[src/hw/rtl/ptdt_pkg.sv]
`timescale 1ns / 1ps

package ptdt_pkg;

   // table depth and the number of entries one tick may walk
   localparam int MAX_TASKS   = 16;
   localparam int TASK_ADDR_W = (MAX_TASKS > 1) ? $clog2(MAX_TASKS) : 1;
   localparam int WALK_CAP    = (MAX_TASKS < 16) ? MAX_TASKS : 16;

   // field widths
   localparam int ACTION_W = 2;
   localparam int TICK_W   = 32;
   localparam int INDEX_W  = 4;
   localparam int TIME_W   = 16;
   localparam int STATUS_W = 3;
   localparam int ACTIVE_W = 5;

   typedef logic [ACTION_W-1:0] action_type;
   typedef logic [TICK_W-1:0]   tick_type;
   typedef logic [INDEX_W-1:0]  index_type;
   typedef logic [TIME_W-1:0]   time_type;
   typedef logic [STATUS_W-1:0] status_type;
   typedef logic [ACTIVE_W-1:0] active_type;

   // actions
   localparam action_type ACT_TICK   = 2'd0;
   localparam action_type ACT_LOAD   = 2'd1;
   localparam action_type ACT_FINISH = 2'd2;

   // task states
   localparam status_type ST_WAIT_FNS = 3'd0;
   localparam status_type ST_WAIT_TMT = 3'd1;
   localparam status_type ST_READY    = 3'd2;
   localparam status_type ST_FINISH   = 3'd3;
   localparam status_type ST_TIMEOUT  = 3'd4;

   typedef struct packed {
      time_type period;
      time_type release_offset;
      time_type deadline;
   } task_param_type;

endpackage

[src/hw/rtl/ptdt_req_if.sv]
`timescale 1ns / 1ps

interface ptdt_req_if;
   import ptdt_pkg::*;

   logic       valid;
   logic       ready;
   action_type action;
   tick_type   tick_value;
   index_type  task_index;
   time_type   period;
   time_type   release_offset;
   time_type   deadline;

   modport source (
      output valid, action, tick_value, task_index, period, release_offset, deadline,
      input  ready
   );

   modport sink (
      input  valid, action, tick_value, task_index, period, release_offset, deadline,
      output ready
   );
endinterface

[src/hw/rtl/ptdt_rsp_if.sv]
`timescale 1ns / 1ps

interface ptdt_rsp_if;
   import ptdt_pkg::*;

   logic       valid;
   logic       ready;
   index_type  task_id;
   status_type task_status;
   logic       deadline_missed;
   logic       work_cleared;
   logic       last;

   modport source (
      output valid, task_id, task_status, deadline_missed, work_cleared, last,
      input  ready
   );

   modport sink (
      input  valid, task_id, task_status, deadline_missed, work_cleared, last,
      output ready
   );
endinterface

[src/hw/rtl/periodic_task_deadline_tracker_unit.sv]
`timescale 1ns / 1ps

// periodic task deadline tracker: a table of up to sixteen periodic tasks held in two
// single-port synchronous rams (parameters and status), worked on one beat at a time.
// a tick beat walks entries 0 to active_tasks-1 and returns one result beat per entry,
// the final one flagged last; each entry passes through a ram read, a radix-4
// remainder unit that forms tick mod period and deadline mod period side by side,
// and a status update with write-back.  a load beat and a finish beat each return a
// single result beat.  action 3 is swallowed with no result.  the result sits in an
// output register so the walk carries on while a beat waits to be taken.  reading an
// entry that was never loaded returns undefined status.  active_tasks is to be written
// through the csr port only while idle (the block itself does not enforce this) and is
// saturated to 1..16.

module periodic_task_deadline_tracker_unit (
   input  logic                      clock,
   input  logic                      reset,
   ptdt_req_if.sink                  req_bus,
   ptdt_rsp_if.source                rsp_bus,
   input  logic                      csr_wr_en,
   input  ptdt_pkg::active_type      csr_wr_data
);
   import ptdt_pkg::*;

   // sequencer states
   localparam logic [1:0] S_IDLE = 2'd0;
   localparam logic [1:0] S_READ = 2'd1;
   localparam logic [1:0] S_DIV  = 2'd2;
   localparam logic [1:0] S_RESP = 2'd3;

   localparam active_type WALK_CAP_V = ACTIVE_W'(WALK_CAP);
   localparam int         REM_W      = TIME_W + 1;

   typedef logic [REM_W-1:0] rem_type;

   // one restoring remainder step: shift in one dividend bit, subtract if it fits
   function automatic rem_type rem_step(rem_type rem, logic dbit, rem_type divisor);
      logic [REM_W:0] trial;
      trial = {rem, dbit};
      if (trial >= {1'b0, divisor}) begin
         trial = trial - {1'b0, divisor};
      end
      return trial[REM_W-1:0];
   endfunction

   // task tables
   task_param_type param_mem [MAX_TASKS];
   status_type     status_mem [MAX_TASKS];

   logic [1:0]     state_ff, state_in;
   active_type     active_ff;
   action_type     act_ff;
   tick_type       tick_ff;
   index_type      index_ff;
   task_param_type load_ff;
   index_type      entry_ff, entry_in;
   index_type      last_ff;
   logic [3:0]     div_cnt_ff;
   rem_type        rem_t_ff, rem_d_ff;
   task_param_type par_rd_ff;
   status_type     st_rd_ff;

   logic           rsp_valid_ff;
   index_type      rsp_id_ff;
   status_type     rsp_status_ff;
   logic           rsp_miss_ff;
   logic           rsp_clr_ff;
   logic           rsp_last_ff;

   logic                   req_fire;
   logic                   slot_free;
   logic                   resp_fire;
   logic                   in_range;
   logic [TASK_ADDR_W-1:0] mem_addr;
   active_type             walk_n;
   rem_type                divisor;
   tick_type               dl_word;
   logic [4:0]             bit_hi, bit_lo;
   rem_type                rem_t_mid, rem_d_mid;

   // result of the update cycle
   status_type res_status;
   index_type  res_id;
   logic       res_miss, res_clr, res_last;
   logic       par_we, st_we;

   assign req_bus.ready = (state_ff == S_IDLE);
   assign req_fire      = req_bus.valid & req_bus.ready;
   assign slot_free     = !rsp_valid_ff || rsp_bus.ready;
   assign resp_fire     = (state_ff == S_RESP) && slot_free;
   assign in_range      = int'(index_ff) < MAX_TASKS;

   // tick walks by entry counter, load and finish by the beat's index
   assign mem_addr = (act_ff == ACT_TICK) ? TASK_ADDR_W'(entry_ff) : TASK_ADDR_W'(index_ff);

   // saturate the active count to 1..cap
   always_comb begin
      walk_n = active_ff;
      if (active_ff == '0) begin
         walk_n = ACTIVE_W'(1);
      end else if (active_ff > WALK_CAP_V) begin
         walk_n = WALK_CAP_V;
      end
   end

   // a stored zero period means 65536
   assign divisor = (par_rd_ff.period == '0) ? {1'b1, {TIME_W{1'b0}}}
                                              : {1'b0, par_rd_ff.period};
   assign dl_word = {{(TICK_W-TIME_W){1'b0}}, par_rd_ff.deadline};

   // two dividend bits per cycle, msb first: bits 31-2c and 30-2c
   assign bit_hi = {~div_cnt_ff, 1'b1};
   assign bit_lo = {~div_cnt_ff, 1'b0};

   assign rem_t_mid = rem_step(rem_t_ff, tick_ff[bit_hi], divisor);
   assign rem_d_mid = rem_step(rem_d_ff, dl_word[bit_hi], divisor);

   // status update for the current beat
   always_comb begin
      res_status = ST_WAIT_FNS;
      res_id     = index_ff;
      res_miss   = 1'b0;
      res_clr    = 1'b0;
      res_last   = 1'b1;
      par_we     = 1'b0;
      st_we      = 1'b0;
      case (act_ff)
         ACT_TICK: begin
            res_id     = entry_ff;
            res_last   = (entry_ff == last_ff);
            res_status = st_rd_ff;
            st_we      = resp_fire;
            case (st_rd_ff)
               ST_WAIT_FNS, ST_WAIT_TMT: begin
                  if (rem_t_ff == {1'b0, par_rd_ff.release_offset}) begin
                     res_status = ST_READY;
                  end
               end
               ST_READY: begin
                  if (rem_t_ff == rem_d_ff) begin
                     res_miss   = 1'b1;
                     res_clr    = 1'b1;
                     res_status = ST_TIMEOUT;
                     // deadline falls on the period boundary: re-arm in the same tick
                     if (rem_t_ff == '0) begin
                        res_status = (par_rd_ff.release_offset == '0) ? ST_READY
                                                                        : ST_WAIT_TMT;
                     end
                  end
               end
               ST_FINISH: begin
                  res_clr = 1'b1;
                  if (rem_t_ff == '0) begin
                     res_status = (par_rd_ff.release_offset == '0) ? ST_READY : ST_WAIT_FNS;
                  end
               end
               ST_TIMEOUT: begin
                  if (rem_t_ff == '0) begin
                     res_status = (par_rd_ff.release_offset == '0) ? ST_READY : ST_WAIT_TMT;
                  end
               end
               default: begin
                  res_status = st_rd_ff;
               end
            endcase
         end
         ACT_LOAD: begin
            par_we = resp_fire && in_range;
            st_we  = resp_fire && in_range;
         end
         ACT_FINISH: begin
            if (in_range) begin
               res_status = (st_rd_ff == ST_READY) ? ST_FINISH : st_rd_ff;
            end
            st_we = resp_fire && in_range;
         end
         default: begin
            res_status = ST_WAIT_FNS;
         end
      endcase
   end

   // next state
   always_comb begin
      state_in = state_ff;
      entry_in = entry_ff;
      case (state_ff)
         S_IDLE: begin
            if (req_fire) begin
               entry_in = '0;
               case (req_bus.action)
                  ACT_TICK:   state_in = S_READ;
                  ACT_LOAD:   state_in = S_RESP;
                  ACT_FINISH: state_in = S_READ;
                  default:    state_in = S_IDLE;
               endcase
            end
         end
         S_READ: begin
            state_in = (act_ff == ACT_TICK) ? S_DIV : S_RESP;
         end
         S_DIV: begin
            if (div_cnt_ff == '1) begin
               state_in = S_RESP;
            end
         end
         S_RESP: begin
            if (slot_free) begin
               if (act_ff == ACT_TICK && !res_last) begin
                  entry_in = entry_ff + 1'b1;
                  state_in = S_READ;
               end else begin
                  state_in = S_IDLE;
               end
            end
         end
         default: begin
            state_in = S_IDLE;
         end
      endcase
   end

   // control registers
   always_ff @(posedge clock) begin
      if (reset) begin
         state_ff     <= S_IDLE;
         active_ff    <= ACTIVE_W'(1);
         rsp_valid_ff <= 1'b0;
         entry_ff     <= '0;
      end else begin
         state_ff <= state_in;
         entry_ff <= entry_in;
         if (csr_wr_en) begin
            active_ff <= csr_wr_data;
         end
         if (resp_fire) begin
            rsp_valid_ff <= 1'b1;
         end else if (rsp_bus.ready) begin
            rsp_valid_ff <= 1'b0;
         end
      end
   end

   // beat capture, remainder unit and result register
   always_ff @(posedge clock) begin
      if (req_fire) begin
         act_ff                 <= req_bus.action;
         tick_ff                <= req_bus.tick_value;
         index_ff               <= req_bus.task_index;
         load_ff.period         <= req_bus.period;
         load_ff.release_offset <= req_bus.release_offset;
         load_ff.deadline       <= req_bus.deadline;
         last_ff                <= INDEX_W'(walk_n - 1'b1);
      end
      if (state_ff == S_READ) begin
         div_cnt_ff <= '0;
         rem_t_ff   <= '0;
         rem_d_ff   <= '0;
      end else if (state_ff == S_DIV) begin
         div_cnt_ff <= div_cnt_ff + 1'b1;
         rem_t_ff   <= rem_step(rem_t_mid, tick_ff[bit_lo], divisor);
         rem_d_ff   <= rem_step(rem_d_mid, dl_word[bit_lo], divisor);
      end
      if (resp_fire) begin
         rsp_id_ff     <= res_id;
         rsp_status_ff <= res_status;
         rsp_miss_ff   <= res_miss;
         rsp_clr_ff    <= res_clr;
         rsp_last_ff   <= res_last;
      end
   end

   // task rams, read data registered
   always_ff @(posedge clock) begin
      if (par_we) begin
         param_mem[mem_addr] <= load_ff;
      end
      if (st_we) begin
         status_mem[mem_addr] <= res_status;
      end
      if (state_ff == S_READ) begin
         par_rd_ff <= param_mem[mem_addr];
         st_rd_ff  <= status_mem[mem_addr];
      end
   end

   assign rsp_bus.valid           = rsp_valid_ff;
   assign rsp_bus.task_id         = rsp_id_ff;
   assign rsp_bus.task_status     = rsp_status_ff;
   assign rsp_bus.deadline_missed = rsp_miss_ff;
   assign rsp_bus.work_cleared    = rsp_clr_ff;
   assign rsp_bus.last            = rsp_last_ff;

endmodule
[src/flat_wrapper.sv]
// flat-port wrapper written by rule: the top's interface ports become plain ports
module periodic_task_deadline_tracker_unit_flat import ptdt_pkg::*;
  (clock, reset, csr_wr_en, csr_wr_data, req_bus_valid, req_bus_action, req_bus_tick_value, req_bus_task_index, req_bus_period, req_bus_release_offset, req_bus_deadline, req_bus_ready, rsp_bus_valid, rsp_bus_task_id, rsp_bus_task_status, rsp_bus_deadline_missed, rsp_bus_work_cleared, rsp_bus_last, rsp_bus_ready);
  ptdt_req_if req_bus_i ();
  ptdt_rsp_if rsp_bus_i ();
  input  logic clock;
  input  logic reset;
  input  logic csr_wr_en;
  input  ptdt_pkg::active_type csr_wr_data;
  input wire logic [$bits(req_bus_i.valid)-1:0] req_bus_valid;
  input wire logic [$bits(req_bus_i.action)-1:0] req_bus_action;
  input wire logic [$bits(req_bus_i.tick_value)-1:0] req_bus_tick_value;
  input wire logic [$bits(req_bus_i.task_index)-1:0] req_bus_task_index;
  input wire logic [$bits(req_bus_i.period)-1:0] req_bus_period;
  input wire logic [$bits(req_bus_i.release_offset)-1:0] req_bus_release_offset;
  input wire logic [$bits(req_bus_i.deadline)-1:0] req_bus_deadline;
  output wire logic [$bits(req_bus_i.ready)-1:0] req_bus_ready;
  output wire logic [$bits(rsp_bus_i.valid)-1:0] rsp_bus_valid;
  output wire logic [$bits(rsp_bus_i.task_id)-1:0] rsp_bus_task_id;
  output wire logic [$bits(rsp_bus_i.task_status)-1:0] rsp_bus_task_status;
  output wire logic [$bits(rsp_bus_i.deadline_missed)-1:0] rsp_bus_deadline_missed;
  output wire logic [$bits(rsp_bus_i.work_cleared)-1:0] rsp_bus_work_cleared;
  output wire logic [$bits(rsp_bus_i.last)-1:0] rsp_bus_last;
  input wire logic [$bits(rsp_bus_i.ready)-1:0] rsp_bus_ready;
  assign req_bus_i.valid = req_bus_valid;
  assign req_bus_i.action = req_bus_action;
  assign req_bus_i.tick_value = req_bus_tick_value;
  assign req_bus_i.task_index = req_bus_task_index;
  assign req_bus_i.period = req_bus_period;
  assign req_bus_i.release_offset = req_bus_release_offset;
  assign req_bus_i.deadline = req_bus_deadline;
  assign req_bus_ready = req_bus_i.ready;
  assign rsp_bus_valid = rsp_bus_i.valid;
  assign rsp_bus_task_id = rsp_bus_i.task_id;
  assign rsp_bus_task_status = rsp_bus_i.task_status;
  assign rsp_bus_deadline_missed = rsp_bus_i.deadline_missed;
  assign rsp_bus_work_cleared = rsp_bus_i.work_cleared;
  assign rsp_bus_last = rsp_bus_i.last;
  assign rsp_bus_i.ready = rsp_bus_ready;
  periodic_task_deadline_tracker_unit u_core (.clock(clock), .reset(reset), .req_bus(req_bus_i), .rsp_bus(rsp_bus_i), .csr_wr_en(csr_wr_en), .csr_wr_data(csr_wr_data));
endmodule
[config.mk]
export PLATFORM = sky130hd
export DESIGN_NAME = periodic_task_deadline_tracker_unit_flat
export DESIGN_NICKNAME = d
export VERILOG_FILES = /design/src/hw/rtl/ptdt_pkg.sv /design/src/hw/rtl/ptdt_req_if.sv /design/src/hw/rtl/ptdt_rsp_if.sv /design/src/hw/rtl/periodic_task_deadline_tracker_unit.sv /design/src/flat_wrapper.sv
export SDC_FILE = /design/constraint.sdc
export NUM_CORES = 1
export LEC_CHECK = 0
export ABC_AREA = 1
export BUFFER_PORTS_ARGS = -buffer_cell sky130_fd_sc_hd__buf_4
export CAP_MARGIN = 20
export CORE_ASPECT_RATIO = 1.2
export CORE_UTILIZATION = 43
export CTS_CLUSTER_DIAMETER = 200
export CTS_CLUSTER_SIZE = 24
export DETAILED_ROUTE_END_ITERATION = 12
export PLACE_DENSITY = 0.71
export RECOVER_POWER = 25
export SLEW_MARGIN = 20
export SYNTH_ARGS = -nofsm -noshare
export SYNTH_HDL_FRONTEND = slang
export SYNTH_SLANG_ARGS = --single-unit
[constraint.sdc]
create_clock -name clock -period 5.8 [get_ports clock]
set_clock_uncertainty 0.1 [all_clocks]
set_input_delay 0.29 -clock clock [delete_from_list [all_inputs] [get_ports clock]]
set_output_delay 0.29 -clock clock [all_outputs]
set_load 0.03 [all_outputs]
==> results.txt <==
status: complete, no violations
Worst path max stage delay: 0.56 ns
Worst Setup SP: u_core.div_cnt_ff[0]$_SDFFE_PN0P_
H-tree levels: 2
synth top area cells: edfxtp_1 66%, nand3_1 8.4%, nand2_1 5.5%
FFs w/ async S/R, synth: 0%
Final Cycle Share: 92.3%
row count: 127
number of warnings issued by yosys: 0
Detailed Routing Iterations Pass 1: 5
maximum buffer depth of the clock tree: 3
Initial DRC Count: 3,348
Hold Slack: 0.0421 ns
max_slew headroom: 25.3%
Distinct cells, synth: 50
post-route ant nets: 0
Initial Util: 43.6%
Area Overhead vs Synth: 11.0%
synth cell count leaders: 967 x edfxtp_1, 731 x nand3_1, 637 x nand2_1
synthesis-stage register bit count: 1,017
Post-synth EDFFs: 967
post-synthesis net count: 3,833
WL/cell: 22.4 µm
clock latency on the worst-skew pair: 0.67 ns
critical path's most frequent cell: nand2_1
Setup crit end kind: register
CTS tree: yes
Tmin final: 5.35 ns
final setup TNS: 0 ns
Peak VDD IR: 0.000279 V
largest net degree at the start of global routing: 171
kind of critical path: register to register
Crit path required time: 6.18 ns
Critical Path AT: 5.73 ns
Util after Layout: 48.4%
Final Setup Violations: 0
RSZ-0062 raised after global routing: no
Setup crit start kind: register
Synth area leader: edfxtp_1
vias: 29.7k
initial antenna violation count: 1
Hold Path Class: input port to register
I/O pin count: 108
Sink Count: 1,017
vias in the first global route: 28.3k
Synth top area share: 66.5%
full die area: 0.103 mm²
Final Max Tran Viols: 0
post-synthesis sequential area ratio: 68.8%
worst r2r src: u_core.div_cnt_ff[0]$_SDFFE_PN0P_
area of the core: 0.100 mm²
pwr dens: 464 mW/mm²
Die Width: 293 µm
Fill cells: 8,771
crit path max fanout: 17
f_max: 187 MHz
P_leak: 17.1 nW
first-pass GRT wire length: 172,000 µm
Inst Count DP: 4,993
cell with the most instances after synthesis: edfxtp_1
final number of hold-violating endpoints: 0
I/O Buffers: 107
Register Area: 0.0300 mm²
gr usage total: 22.2%
Final HPWL DP: 63,300 µm
GRT Residual Overflow: 0
fin area: 0.0485 mm²
max cap viols: 0
pre-CTS setup slack: 0.564 ns
setup ws final: 0.449 ns
CTS buffer count: 48
Die H: 351 µm
layout cell share with drive strength beyond 1: 7.37%
drt drc: 0
Post-Syn Instances: 3,658
Via density: 5.74
syn avg cell area: 11.9 µm²
CTS root buffer: clkbuf_16
Slowest-stage cell, CP: fa_1
top_reg_cell synth: edfxtp_1
synthesized cell area: 0.0437 mm²
final std cells w/o fill: 5,180
Placer Congestion: 0.984
drt total wl: 116,000 µm
multi-input logic area: 0.0121 mm²
actual transition at the worst max-transition pin: 1.12 ns
Post-Place Cell Area: 0.0461 mm²
HP Start: req_bus_valid
NumNets Final: 3,970
clk slew on worst S/H paths: 0.11 ns
Tot Pwr: 22.5 mW
routing by layer:
| layer | GRT usage (%) | share of wire (%) | vias to the layer above | routed length (µm) |
|---|---|---|---|---|
| met5 | 0 | 0 | - | 0 |
| met4 | 9.43 | 4.3 | 0 | 4970 |
| met3 | 2.70 | 8.1 | 260 | 9450 |
| met2 | 36.5 | 47 | 1406 | 54700 |
| met1 | 29.9 | 40 | 14500 | 46900 |
| li1 | - | - | 13600 | - |
final cells by class:
| cell class | instances | area share [%] |
|---|---|---|
| Clock buffer | 76 | 2.69 |
| Clock inverter | 4 | 0.126 |
| Timing Repair inverter | 1 | 0.0103 |
| Antenna cell | 1 | 0.00516 |
| Multi-Input combinational cell | 2230 | 24.9 |
| Inverter | 224 | 1.76 |
| Timing Repair Buffer | 273 | 5.11 |
| Tap cell | 1354 | 3.49 |
| Sequential cell | 1017 | 61.9 |
report_power, final:
group	switching (mW)	internal, mW	total [mW]
Clock	2.22	1.58	3.80
Sequential	0.542	8.84	9.38
Combinational	6.30	3.01	9.31
Total	9.06	13.4	22.5
cell families (layout without fill, tap and decap cells):
group | count (synthesis) | in the layout | share of synthesized area, %
compound gates | 441 | 441 | 6.44
xor+xnor | 60 | 60 | 1.20
fa+ha+maj | 79 | 79 | 2.33
buf+inv | 411 | 578 | 3.93
flops | 1017 | 1017 | 68.8
other cells | 0 | 1 | 0
simple gates | 1650 | 1650 | 17.3
critical path: cells and delay by family, from the launching register on:
family                     cells  cell delay (ns)
AOI/OAI and AO/OA              6             1.02
adders and majority gates      3             1.11
and+or+nand+nor               15             1.45
DFF                            1             0.45
xor gates and xnor gates       1             0.19
buffers and inverters          5             0.86
worst paths after layout:
kind | endpoint | slack, ns | cells past startpoint
max reg2reg | u_core.rem_t_ff[8]$_SDFFE_PN0P_ | 0.45 | 30
min | u_core.entry_ff[2]$_SDFFE_PP0P_ | 0.04 | 4
min reg2reg | u_core.rem_d_ff[1]$_SDFFE_PN0P_ | 0.44 | 2
max | u_core.rem_t_ff[8]$_SDFFE_PN0P_ | 0.45 | 30
registers in the layout, indices dropped and copies added, names as in the netlist, 5 cells and up:
name / cells
u_core.tick_ff: 32
u_core.rem_t_ff: 17
u_core.load_ff: 48
u_core.rem_d_ff: 17
u_core.active_ff: 5
u_core.param_mem: 768
u_core.dl_word: 16
u_core.status_mem: 48
u_core.par_rd_ff: 32
placed cells by master (no fill, tap or decap), types with 65 or more instances in the layout:
master,n
dlygate4sd3_1,104
nand3_1,731
inv_1,207
o21ai_0,81
ha_1,74
a22oi_1,205
nand2_1,637
edfxtp_1,967
nand4_1,65
clkbuf_4,74
a21oi_1,108
buf_4,66
nor2_1,108
timing repair:
item,in CTS,in global routing
buffers inserted,0,1
endpoints found under the setup margin,0,18
gates resized for setup,0,2
hold buffers,104,0
hold endpoints to repair,98,0
Note: power is estimated with default switching activity, not from simulation.
